$ cat src/brf_pkg.sv
// ---------------------------------------------------------------------------
// brf_pkg
// Shared types and codes for the byte ring fifo with line detection.
// ---------------------------------------------------------------------------
package brf_pkg;

  localparam int DEPTH_DEF = 64;

  localparam int OP_W      = 3;
  localparam int BYTE_W    = 8;
  localparam int USED_W    = 7;
  localparam int LINELEN_W = 6;

  localparam logic [OP_W-1:0] OP_PUSH      = 3'd0;
  localparam logic [OP_W-1:0] OP_POP       = 3'd1;
  localparam logic [OP_W-1:0] OP_PEEK      = 3'd2;
  localparam logic [OP_W-1:0] OP_READ_LINE = 3'd3;
  localparam logic [OP_W-1:0] OP_CLEAR     = 3'd4;

  localparam logic [BYTE_W-1:0] CHAR_CR = 8'h0d;
  localparam logic [BYTE_W-1:0] CHAR_LF = 8'h0a;

  typedef struct packed {
    logic [OP_W-1:0]   operation;
    logic [BYTE_W-1:0] data_in;
  } in_word_t;

  typedef struct packed {
    logic [BYTE_W-1:0]    data_out;
    logic                 data_valid;
    logic                 ok;
    logic [USED_W-1:0]    used_count;
    logic                 line_found;
    logic [LINELEN_W-1:0] line_length;
    logic                 last;
  } out_word_t;

endpackage

$ cat src/brf_ram.sv
// ---------------------------------------------------------------------------
// brf_ram
// Simple dual-port RAM, one write and one read port, registered read data.
// ---------------------------------------------------------------------------
module brf_ram #(
  parameter int WIDTH = 8,
  parameter int DEPTH = 64
) (
  input  logic                     clk,
  input  logic                     we,
  input  logic [$clog2(DEPTH)-1:0] waddr,
  input  logic [WIDTH-1:0]         wdata,
  input  logic                     re,
  input  logic [$clog2(DEPTH)-1:0] raddr,
  output logic [WIDTH-1:0]         rdata
);

  logic [WIDTH-1:0] mem [DEPTH];
  logic [WIDTH-1:0] rdata_r;

  always_ff @(posedge clk) begin
    if (we) begin
      mem[waddr] <= wdata;
    end
    if (re) begin
      rdata_r <= mem[raddr];
    end
  end

  assign rdata = rdata_r;

endmodule

$ cat src/byte_ring_fifo_with_line_detect.sv
// ---------------------------------------------------------------------------
// byte_ring_fifo_with_line_detect
// Circular byte fifo with line framing: push, pop, peek, read_line, clear.
// ---------------------------------------------------------------------------
// Input words (operation, data_in) are taken on in_valid while in_stall is
// low; in_stall is high while a word is in progress. Result words leave on
// out_valid and are taken when out_stall is low. A finished result sits in
// the output register, so the next input word is taken while it waits.
// Each input word gives one result word; a read_line gives one per line
// byte, with last set on the final one. After the line bytes, read_line
// drops a CR and then an LF at the front, where present, and rescans. The
// first CR/LF offset is tracked in registers and updated on push and pop;
// only removing that byte forces a rescan, which walks the byte RAM at one
// read per cycle.
// Reset empties the fifo; the RAM contents are left as they are. While the
// receiver stalls and the output register is full, a new result waits
// inside the block and no input word is taken.
// ---------------------------------------------------------------------------
module byte_ring_fifo_with_line_detect #(
  parameter int DEPTH = brf_pkg::DEPTH_DEF
) (
  input  logic              clk,
  input  logic              rst_n,
  input  logic              in_valid,
  output logic              in_stall,
  input  brf_pkg::in_word_t in_word,
  output logic              out_valid,
  input  logic              out_stall,
  output brf_pkg::out_word_t out_word
);

  localparam int AW = (DEPTH > 1) ? $clog2(DEPTH) : 1;
  localparam int CW = $clog2(DEPTH + 1);
  localparam logic [CW-1:0] FULL = CW'(DEPTH);
  localparam logic [AW-1:0] LAST_ADDR = AW'(DEPTH - 1);

  localparam logic [2:0] S_IDLE     = 3'd0;
  localparam logic [2:0] S_FRONT    = 3'd1;
  localparam logic [2:0] S_EMIT     = 3'd2;
  localparam logic [2:0] S_LINE_RD  = 3'd3;
  localparam logic [2:0] S_LINE     = 3'd4;
  localparam logic [2:0] S_DROP_RD  = 3'd5;
  localparam logic [2:0] S_DROP_CHK = 3'd6;
  localparam logic [2:0] S_SCAN     = 3'd7;

  function automatic logic [AW-1:0] adv(input logic [AW-1:0] p);
    adv = (p == LAST_ADDR) ? '0 : p + AW'(1);
  endfunction

  function automatic logic is_term(input logic [brf_pkg::BYTE_W-1:0] b);
    is_term = (b == brf_pkg::CHAR_CR) || (b == brf_pkg::CHAR_LF);
  endfunction

  logic [2:0]                  state_r, state_nxt;
  logic [brf_pkg::OP_W-1:0]    op_r, op_nxt;
  logic [AW-1:0]               wr_ptr_r, wr_ptr_nxt;
  logic [AW-1:0]               rd_ptr_r, rd_ptr_nxt;
  logic [CW-1:0]               fill_r, fill_nxt;
  logic                        found_r, found_nxt;
  logic [AW-1:0]               off_r, off_nxt;
  logic [brf_pkg::BYTE_W-1:0]  pend_data_r, pend_data_nxt;
  logic                        pend_dv_r, pend_dv_nxt;
  logic                        pend_ok_r, pend_ok_nxt;
  logic                        pend_last_r, pend_last_nxt;
  logic                        lf_stage_r, lf_stage_nxt;
  logic [AW-1:0]               scan_ptr_r, scan_ptr_nxt;
  logic [CW-1:0]               scan_iss_r, scan_iss_nxt;
  logic                        chk_vld_r, chk_vld_nxt;
  logic [AW-1:0]               chk_k_r, chk_k_nxt;
  logic                        out_vld_r, out_vld_nxt;
  brf_pkg::out_word_t          out_word_r, out_word_nxt;

  logic                        go_scan;
  logic                        ram_we;
  logic                        ram_re;
  logic [AW-1:0]               ram_raddr;
  logic [brf_pkg::BYTE_W-1:0]  ram_rdata;

  brf_ram #(
    .WIDTH (brf_pkg::BYTE_W),
    .DEPTH (DEPTH)
  ) u_ram (
    .clk   (clk),
    .we    (ram_we),
    .waddr (wr_ptr_r),
    .wdata (in_word.data_in),
    .re    (ram_re),
    .raddr (ram_raddr),
    .rdata (ram_rdata)
  );

  assign in_stall  = (state_r != S_IDLE);
  assign out_valid = out_vld_r;
  assign out_word  = out_word_r;

  always_comb begin
    state_nxt     = state_r;
    op_nxt        = op_r;
    wr_ptr_nxt    = wr_ptr_r;
    rd_ptr_nxt    = rd_ptr_r;
    fill_nxt      = fill_r;
    found_nxt     = found_r;
    off_nxt       = off_r;
    pend_data_nxt = pend_data_r;
    pend_dv_nxt   = pend_dv_r;
    pend_ok_nxt   = pend_ok_r;
    pend_last_nxt = pend_last_r;
    lf_stage_nxt  = lf_stage_r;
    scan_ptr_nxt  = scan_ptr_r;
    scan_iss_nxt  = scan_iss_r;
    chk_vld_nxt   = chk_vld_r;
    chk_k_nxt     = chk_k_r;
    out_vld_nxt   = out_vld_r && out_stall;
    out_word_nxt  = out_word_r;
    go_scan       = 1'b0;
    ram_we        = 1'b0;
    ram_re        = 1'b0;
    ram_raddr     = rd_ptr_r;

    case (state_r)
      S_IDLE: begin
        if (in_valid) begin
          op_nxt        = in_word.operation;
          pend_data_nxt = '0;
          pend_dv_nxt   = 1'b0;
          pend_ok_nxt   = 1'b0;
          pend_last_nxt = 1'b1;
          state_nxt     = S_EMIT;
          case (in_word.operation)
            brf_pkg::OP_PUSH: begin
              if (fill_r != FULL) begin
                ram_we      = 1'b1;
                wr_ptr_nxt  = adv(wr_ptr_r);
                fill_nxt    = fill_r + CW'(1);
                pend_ok_nxt = 1'b1;
                if (!found_r && is_term(in_word.data_in)) begin
                  found_nxt = 1'b1;
                  off_nxt   = fill_r[AW-1:0];
                end
              end
            end
            brf_pkg::OP_POP, brf_pkg::OP_PEEK: begin
              if (fill_r != '0) begin
                ram_re    = 1'b1;
                state_nxt = S_FRONT;
              end
            end
            brf_pkg::OP_READ_LINE: begin
              if (found_r) begin
                pend_ok_nxt = 1'b1;
                if (off_r == '0) begin
                  lf_stage_nxt = 1'b0;
                  state_nxt    = S_DROP_RD;
                end else begin
                  state_nxt = S_LINE_RD;
                end
              end
            end
            brf_pkg::OP_CLEAR: begin
              wr_ptr_nxt  = '0;
              rd_ptr_nxt  = '0;
              fill_nxt    = '0;
              found_nxt   = 1'b0;
              off_nxt     = '0;
              pend_ok_nxt = 1'b1;
            end
            default: begin
            end
          endcase
        end
      end
      S_FRONT: begin
        pend_data_nxt = ram_rdata;
        pend_dv_nxt   = 1'b1;
        pend_ok_nxt   = 1'b1;
        state_nxt     = S_EMIT;
        if (op_r == brf_pkg::OP_POP) begin
          rd_ptr_nxt = adv(rd_ptr_r);
          fill_nxt   = fill_r - CW'(1);
          if (found_r) begin
            if (off_r == '0) begin
              go_scan   = 1'b1;
              state_nxt = S_SCAN;
            end else begin
              off_nxt = off_r - AW'(1);
            end
          end
        end
      end
      S_EMIT: begin
        if (!out_vld_r || !out_stall) begin
          out_vld_nxt              = 1'b1;
          out_word_nxt.data_out    = pend_data_r;
          out_word_nxt.data_valid  = pend_dv_r;
          out_word_nxt.ok          = pend_ok_r;
          out_word_nxt.used_count  = brf_pkg::USED_W'(fill_r);
          out_word_nxt.line_found  = found_r;
          out_word_nxt.line_length = brf_pkg::LINELEN_W'(off_r);
          out_word_nxt.last        = pend_last_r;
          state_nxt                = pend_last_r ? S_IDLE : S_LINE_RD;
        end
      end
      S_LINE_RD: begin
        ram_re    = 1'b1;
        state_nxt = S_LINE;
      end
      S_LINE: begin
        pend_data_nxt = ram_rdata;
        pend_dv_nxt   = 1'b1;
        pend_ok_nxt   = 1'b1;
        rd_ptr_nxt    = adv(rd_ptr_r);
        fill_nxt      = fill_r - CW'(1);
        off_nxt       = off_r - AW'(1);
        if (off_r == AW'(1)) begin
          pend_last_nxt = 1'b1;
          lf_stage_nxt  = 1'b0;
          state_nxt     = S_DROP_RD;
        end else begin
          pend_last_nxt = 1'b0;
          state_nxt     = S_EMIT;
        end
      end
      S_DROP_RD: begin
        if (fill_r == '0) begin
          go_scan   = 1'b1;
          state_nxt = S_SCAN;
        end else begin
          ram_re    = 1'b1;
          state_nxt = S_DROP_CHK;
        end
      end
      S_DROP_CHK: begin
        if (ram_rdata == (lf_stage_r ? brf_pkg::CHAR_LF : brf_pkg::CHAR_CR)) begin
          rd_ptr_nxt = adv(rd_ptr_r);
          fill_nxt   = fill_r - CW'(1);
        end
        if (lf_stage_r) begin
          go_scan   = 1'b1;
          state_nxt = S_SCAN;
        end else begin
          lf_stage_nxt = 1'b1;
          state_nxt    = S_DROP_RD;
        end
      end
      S_SCAN: begin
        ram_raddr = scan_ptr_r;
        if (chk_vld_r && is_term(ram_rdata)) begin
          found_nxt   = 1'b1;
          off_nxt     = chk_k_r;
          chk_vld_nxt = 1'b0;
          state_nxt   = S_EMIT;
        end else if (scan_iss_r < fill_r) begin
          ram_re       = 1'b1;
          chk_vld_nxt  = 1'b1;
          chk_k_nxt    = scan_iss_r[AW-1:0];
          scan_iss_nxt = scan_iss_r + CW'(1);
          scan_ptr_nxt = adv(scan_ptr_r);
        end else if (chk_vld_r) begin
          chk_vld_nxt = 1'b0;
        end else begin
          state_nxt = S_EMIT;
        end
      end
      default: begin
        state_nxt = S_IDLE;
      end
    endcase

    // rescan starts from the read pointer left after this cycle
    if (go_scan) begin
      found_nxt    = 1'b0;
      off_nxt      = '0;
      scan_iss_nxt = '0;
      chk_vld_nxt  = 1'b0;
      scan_ptr_nxt = rd_ptr_nxt;
    end
  end

  always_ff @(posedge clk) begin
    if (!rst_n) begin
      state_r    <= S_IDLE;
      wr_ptr_r   <= '0;
      rd_ptr_r   <= '0;
      fill_r     <= '0;
      found_r    <= 1'b0;
      off_r      <= '0;
      chk_vld_r  <= 1'b0;
      out_vld_r  <= 1'b0;
    end else begin
      state_r    <= state_nxt;
      wr_ptr_r   <= wr_ptr_nxt;
      rd_ptr_r   <= rd_ptr_nxt;
      fill_r     <= fill_nxt;
      found_r    <= found_nxt;
      off_r      <= off_nxt;
      chk_vld_r  <= chk_vld_nxt;
      out_vld_r  <= out_vld_nxt;
    end
  end

  always_ff @(posedge clk) begin
    op_r        <= op_nxt;
    pend_data_r <= pend_data_nxt;
    pend_dv_r   <= pend_dv_nxt;
    pend_ok_r   <= pend_ok_nxt;
    pend_last_r <= pend_last_nxt;
    lf_stage_r  <= lf_stage_nxt;
    scan_ptr_r  <= scan_ptr_nxt;
    scan_iss_r  <= scan_iss_nxt;
    chk_k_r     <= chk_k_nxt;
    out_word_r  <= out_word_nxt;
  end

  a_fill_range: assert property (@(posedge clk) disable iff (!rst_n)
    fill_r <= FULL)
    else $error("fill count above depth");

  a_ptr_match: assert property (@(posedge clk) disable iff (!rst_n)
    (fill_r == '0 || fill_r == FULL) |-> (wr_ptr_r == rd_ptr_r))
    else $error("pointers disagree with fill count");

  a_off_clear: assert property (@(posedge clk) disable iff (!rst_n)
    !found_r |-> (off_r == '0))
    else $error("line offset set without a line");

  // the terminator drop runs ahead of the rescan that refreshes the flag
  a_off_inside: assert property (@(posedge clk) disable iff (!rst_n)
    (found_r && state_r != S_DROP_RD && state_r != S_DROP_CHK)
      |-> (CW'(off_r) < fill_r))
    else $error("line offset beyond held bytes");

  a_out_hold: assert property (@(posedge clk) disable iff (!rst_n)
    (out_vld_r && out_stall) |=> (out_vld_r && $stable(out_word_r)))
    else $error("stalled result word changed");

endmodule

$ cat config.mk
export PLATFORM = sky130hd
export DESIGN_NAME = byte_ring_fifo_with_line_detect
export DESIGN_NICKNAME = d
export VERILOG_FILES = /design/src/brf_pkg.sv /design/src/brf_ram.sv /design/src/byte_ring_fifo_with_line_detect.sv
export SDC_FILE = /design/constraint.sdc
export NUM_CORES = 1
export LEC_CHECK = 0
export BUFFER_PORTS_ARGS = -buffer_cell sky130_fd_sc_hd__buf_2
export CAP_MARGIN = 20
export CORE_ASPECT_RATIO = 0.7
export CORE_UTILIZATION = 45
export DETAILED_ROUTE_END_ITERATION = 12
export GPL_ROUTABILITY_DRIVEN = 0
export PLACE_DENSITY_LB_ADDON = 0.1
export SLEW_MARGIN = 15
export SYNTH_ARGS = -nofsm -noshare
export SYNTH_HDL_FRONTEND = slang
export SYNTH_SLANG_ARGS = --single-unit
$ cat constraint.sdc
create_clock -name clk -period 6.37 [get_ports clk]
set_clock_uncertainty 0.2 [all_clocks]
set_input_delay 0 -clock clk [delete_from_list [all_inputs] [get_ports clk]]
set_output_delay 0 -clock clk [all_outputs]
set_load 0.02 [all_outputs]
After elaboration in Yosys (flattened, before gate mapping)
Memories as Yosys holds them, arrays and structs flattened. A register that Yosys moved wholly into a read port is not among the register bits.
Cells that the tools add are included.

word-level totals
  memories kept = 1
  RAM bits = 512
  flip-flop bits (word level) = 90
  word-level logic and storage cells = 206
  output and inout port bits = 27
  input bits = 15

operators by class
  $add $sub $neg = 7
  magnitude comparators = 1
  reductions and logical operators = 39
  equal/unequal tests = 40
  muxes and demuxes = 92
  bitwise logic cells = 2

memories
  memory     words  width  read ports  clocked after Yosys merged registers in  write ports  RTL line       source
  u_ram.mem  64     8      1           1                                        1            brf_ram.sv:18  logic [WIDTH-1:0] mem [DEPTH];

operators with widths
  cell                 count
  $mux 6               20
  $pmux 6 s4           2
  $mux 3               12
  $mux 1               34
  $eq 8x4->1 const B   4
  $mux 7               4
  $pmux 7 s4           1
  $ne 2x2->1 const B   12
  $pmux 3 s8           1
  $pmux 6 s2           2
  $add 6x1->6 const B  3
  $eq 6x6->1 const B   3
  $reduce_and 6->1     3
  $pmux 8 s2           1
  $eq 3x3->1 const B   5
  $add 7x1->7 const B  2
  $pmux 7 s2           1
  $eq 3x2->1 const B   4
  $ne 3x3->1 const B   4
  $reduce_bool 2->1    6
  $pmux 1 s2           5
  $eq 3x1->1 const B   3
  $pmux 1 s3           3
  $reduce_and 9->1     1
  other kinds (26)     45

Logic depth before layout (Yosys ltp)
  depth after elaboration = 8
  depth in mapped cells = 13
  depth with buffers taken out = 9

Hierarchy
Synthesis repeated with hierarchy kept, for this count alone.

unflattened totals
  cells, all modules = 1490
  area, all modules = 25290.5 um2

modules (own cells, without submodules)
  module                           seq. area each (um2)  instances  area each (um2)  cells each
  brf_ram                          15615.0               1          20270.7          972
  byte_ring_fifo_with_line_detect  2322.2                1          5019.8           518

Least setup slack after synthesis
Ideal clock, no wire load.

  path type = register to register
  from = register state_r[2]
  to = memory u_ram.mem[0][0], enable pin
  clock period less this slack = 3.454 ns
  buffers on the path = 3
  arrival time = 2.859 ns
  cell stages (with the launch flop) = 10
  library setup time = 0.395 ns
  setup slack = 2.916 ns
  required time = 5.775 ns
  cells stage by stage = dfxtp_1 -> buf_2 -> nor3_1 -> inv_1 -> nor3b_1 -> and3_1 -> clkbuf_1 -> buf_2 -> nand3b_1 -> nor4_1

on the way
  cells in the longest elaborated chain, start to end = 4

ends and longest elaborated chain
  item                          RTL line                                source
  start: declaration            byte_ring_fifo_with_line_detect.sv:54   logic [2:0] state_r, state_nxt;
  start signal: assignment      byte_ring_fifo_with_line_detect.sv:290  state_r <= state_nxt;
  $logic_not 3->1               byte_ring_fifo_with_line_detect.sv:120  case (state_r)
  $mux 1                        byte_ring_fifo_with_line_detect.sv:120
  $mux 1                        brf_ram.sv:22                           if (we) begin
  $mux 1 (implied by the code)  brf_ram.sv:23                           mem[waddr] <= wdata;
  end: declaration              brf_ram.sv:18

Every way passes these cells.

Worst setup path in the final report
  from = register state_r[1]
  to = memory u_ram.mem[0][3], enable pin

The elaborated chain is that of the path after synthesis.

==> results.yml <==
die:
  initial_core_util_pct: 45.63
  rows: 72
  die_h_um: 200.3
  die_area_um2: 57140
  num_io_pins: 42
  core_area_um2: 55400
  fp.dieW_um: 285.3
worst_setup_path:
  r2r_setup_slack_ps: 1920
  critPathLaunchType: "flip-flop"
  crit_family: "simple AND/OR/NAND/NOR gates"
  crit_chain: "nor3_1 > inv_1 > nor3b_1 > and3_1 > nand3b_1 > nor4_2 > buf_4"
  critPathBufInv: 2
  cp-end-kind: "flip-flop"
  critPathMaxFanout: 20
  crit_required_ps: 6500
  slowest_delay_ps: 760
  crit_type: "flip-flop to flip-flop"
  critPathArrivalTime_ps: 4580
  slowest_stage: "nand3b_1"
routing:
  post_drt_via_cell_ratio: 5.915
  via_count: 16370
  dr.pass1.iters: 6
  route.detailed.drc: 0
  antenna_left: 0
  wl_per_cell_um: 24.48
  drt_iter0_drc: 2089
  wl_um: 67730
sta:
  final-setup-viol-count: 0
  relSlewSlack_pct: 26.21
  grt_setup_unrepaired: "no"
  max_freq_ghz: 0.2246
  min_period_over_period_pct: 69.89
  timing.final.max_slew_violations: 0
  hold_viol: 0
  fin_crit_ps: 4452
  tns_ps: 0
  holdWs_ps: 79.84
  tightest_slew_ps: 1103
yosys:
  syn-num-nets: 1986
  syn_area_um2: 25280
  ys_ff_latch: 610
  synth_cell_types: 68
  async_reset_ff_share_pct: 0
  syn_inst: 1956
  ys_warn_count: 0
  seq_area_frac_synth_pct: 70.96
  synth.avg_cell_area_um2: 12.92
  ys.flop_type: "edfxtp_1"
  synth_edf_count: 572
clocking:
  path_clk_slew_ps: 60
  clkSinkCount: 610
  clk_latency_ps: 640
  cts_buffers: 59
  clk_path_buf_depth: 3
  root_buffer: "clkbuf_16"
  cts_resized: 0
  cts_tree: "built"
  htree_levels: 2
final_layout:
  fin_nets: 2009
  drive_gt1_share_pct: 8.588
  n_fill_cell: 4755
  post-route-util_pct: 50.72
  final_cells: 2767
  syn2layout_area_growth_pct: 11.16
power_and_ir_drop:
  powerDensity_nw_per_um2: 317.2
  peakVddDrop_uv: 253.6
  leakagePower_nw: 8.832
global_route:
  grt_pass1_wl_um: 99820
  grt-ovfl-total: 0
  antenna_found_initial: 6
  first_global_vias: 15050
  track_usage_pct: 23.48
  grt_start_max_net_pins: 157
placement:
  place_inst: 2639
  dp_hpwl_um: 42360
  numPortBuffers: 41
status:
  status: "complete, no violations"
worst_hold_path:
  min_path_type: "input pin to flip-flop"
flow_run:
  cap_violations: 0
cells in the final DEF, fill, tap and decap left out, types with 12 or more instances in the layout:
cell type and instances:
o21ai_0 20, dfxtp_1 38, buf_4 19, clkbuf_16 59, nor2_1 126, clkinv_1 19
o22ai_1 34, inv_1 26, buf_2 41, nand2_1 448, a31oi_1 13, a32o_1 58
nor3_1 20, a32oi_1 73, dlygate4sd3_1 18, a22oi_1 12, a21oi_1 166, edfxtp_1 572
clkbuf_1 12, nand3_1 22, a22o_1 16, ha_1 15
worst paths after layout:
kind,cells after the start,endpoint,startpoint
worst max-delay path,7,u_ram.mem[0][3],state_r[1]
worst min-delay path,2,op_r[2],in_word[10]
worst max register to register,7,u_ram.mem[0][3],state_r[1]
worst min register to register,0,out_word[23],pend_data_r[6]
cell type report:
type	instances	area, um^2	share of cell area, %
Antenna cell	1	2.502	0.008906
Clock buffer	71	1521	5.415
Clock inverter	37	280.3	0.9974
Inverter	26	97.59	0.3473
Multi-Input combinational cell	1198	6686	23.80
Sequential cell	610	17940	63.83
Tap cell	740	925.9	3.295
Timing Repair Buffer	84	648.1	2.307
sequential cells by signal (all words and copies together), names as in the netlist, 7 cells and up:
signal and cells:
fill_r 7, out_word 25, pend_data_r 8, scan_iss_r 7
u_ram.mem 512, u_ram.rdata 8
per-stage QoR:
stage               power (mW)  setup WS, ps  instance area (um^2)
floorplan                5.296          2916                 25280
global placement         5.650          2100                 26100
detailed placement       5.652          2021                 26100
CTS                      8.965          1937                 28080
global route             9.213          1668                 28100
finish                   8.914          1918                 28100
power by group:
group	switching, mW	internal [mW]	total [mW]
combinational	0.647	0.302	0.949
sequential	0.118	4.52	4.64
clock	1.51	1.82	3.32
cells by family (layout without fill, tap and decap cells):
logic type	count (synthesis)	in the layout	synth area share, %
AND/OR/NAND/NOR	709	709	12.11
flip-flops	610	610	70.96
AO/OA/AOI/OAI	454	454	12.59
buffers and inverters	148	218	2.801
adder cells (fa/ha/maj)	15	15	0.7424
XOR/XNOR	14	14	0.4851
multiplexers	6	6	0.3167
other	0	1	0
layer usage:
metal	global-route usage, %	up-vias	part of all wire [%]
met5	0	-	0
met4	5.348	0	2.0
met3	6.606	111	10
met2	32.65	737	42
met1	36.20	8048	46
li1	-	7471	-
synthesized netlist by cell type, types with 9 or more instances:
library cell / count / area share, %
o22ai_1: 34 / 0.84
a31oi_1: 13 / 0.32
and2_1: 11 / 0.27
nor3_1: 21 / 0.42
inv_1: 26 / 0.39
dfxtp_1: 38 / 3.0
a22oi_1: 12 / 0.36
xnor2_1: 9 / 0.31
a22o_1: 16 / 0.55
nand2_1: 448 / 6.7
o211ai_1: 11 / 0.33
nand3_1: 22 / 0.44
edfxtp_1: 572 / 68
a32oi_1: 73 / 2.5
a21oi_1: 167 / 3.3
a32o_1: 58 / 2.3
o21ai_0: 20 / 0.40
nor4_1: 11 / 0.27
clkbuf_1: 47 / 0.70
buf_2: 47 / 0.93
nor3b_1: 10 / 0.30
ha_1: 15 / 0.74
buf_1: 9 / 0.13
buf_4: 13 / 0.39
nor2_1: 126 / 1.9
timing repair:
| item | CTS | global route |
|---|---|---|
| buffers inserted | 0 | 0 |
| hold buffers | 18 | 0 |
| endpoints found under the setup margin | 0 | 0 |
| hold endpoints to repair | 587 | 0 |
Note: power is estimated with default switching activity, not from simulation.
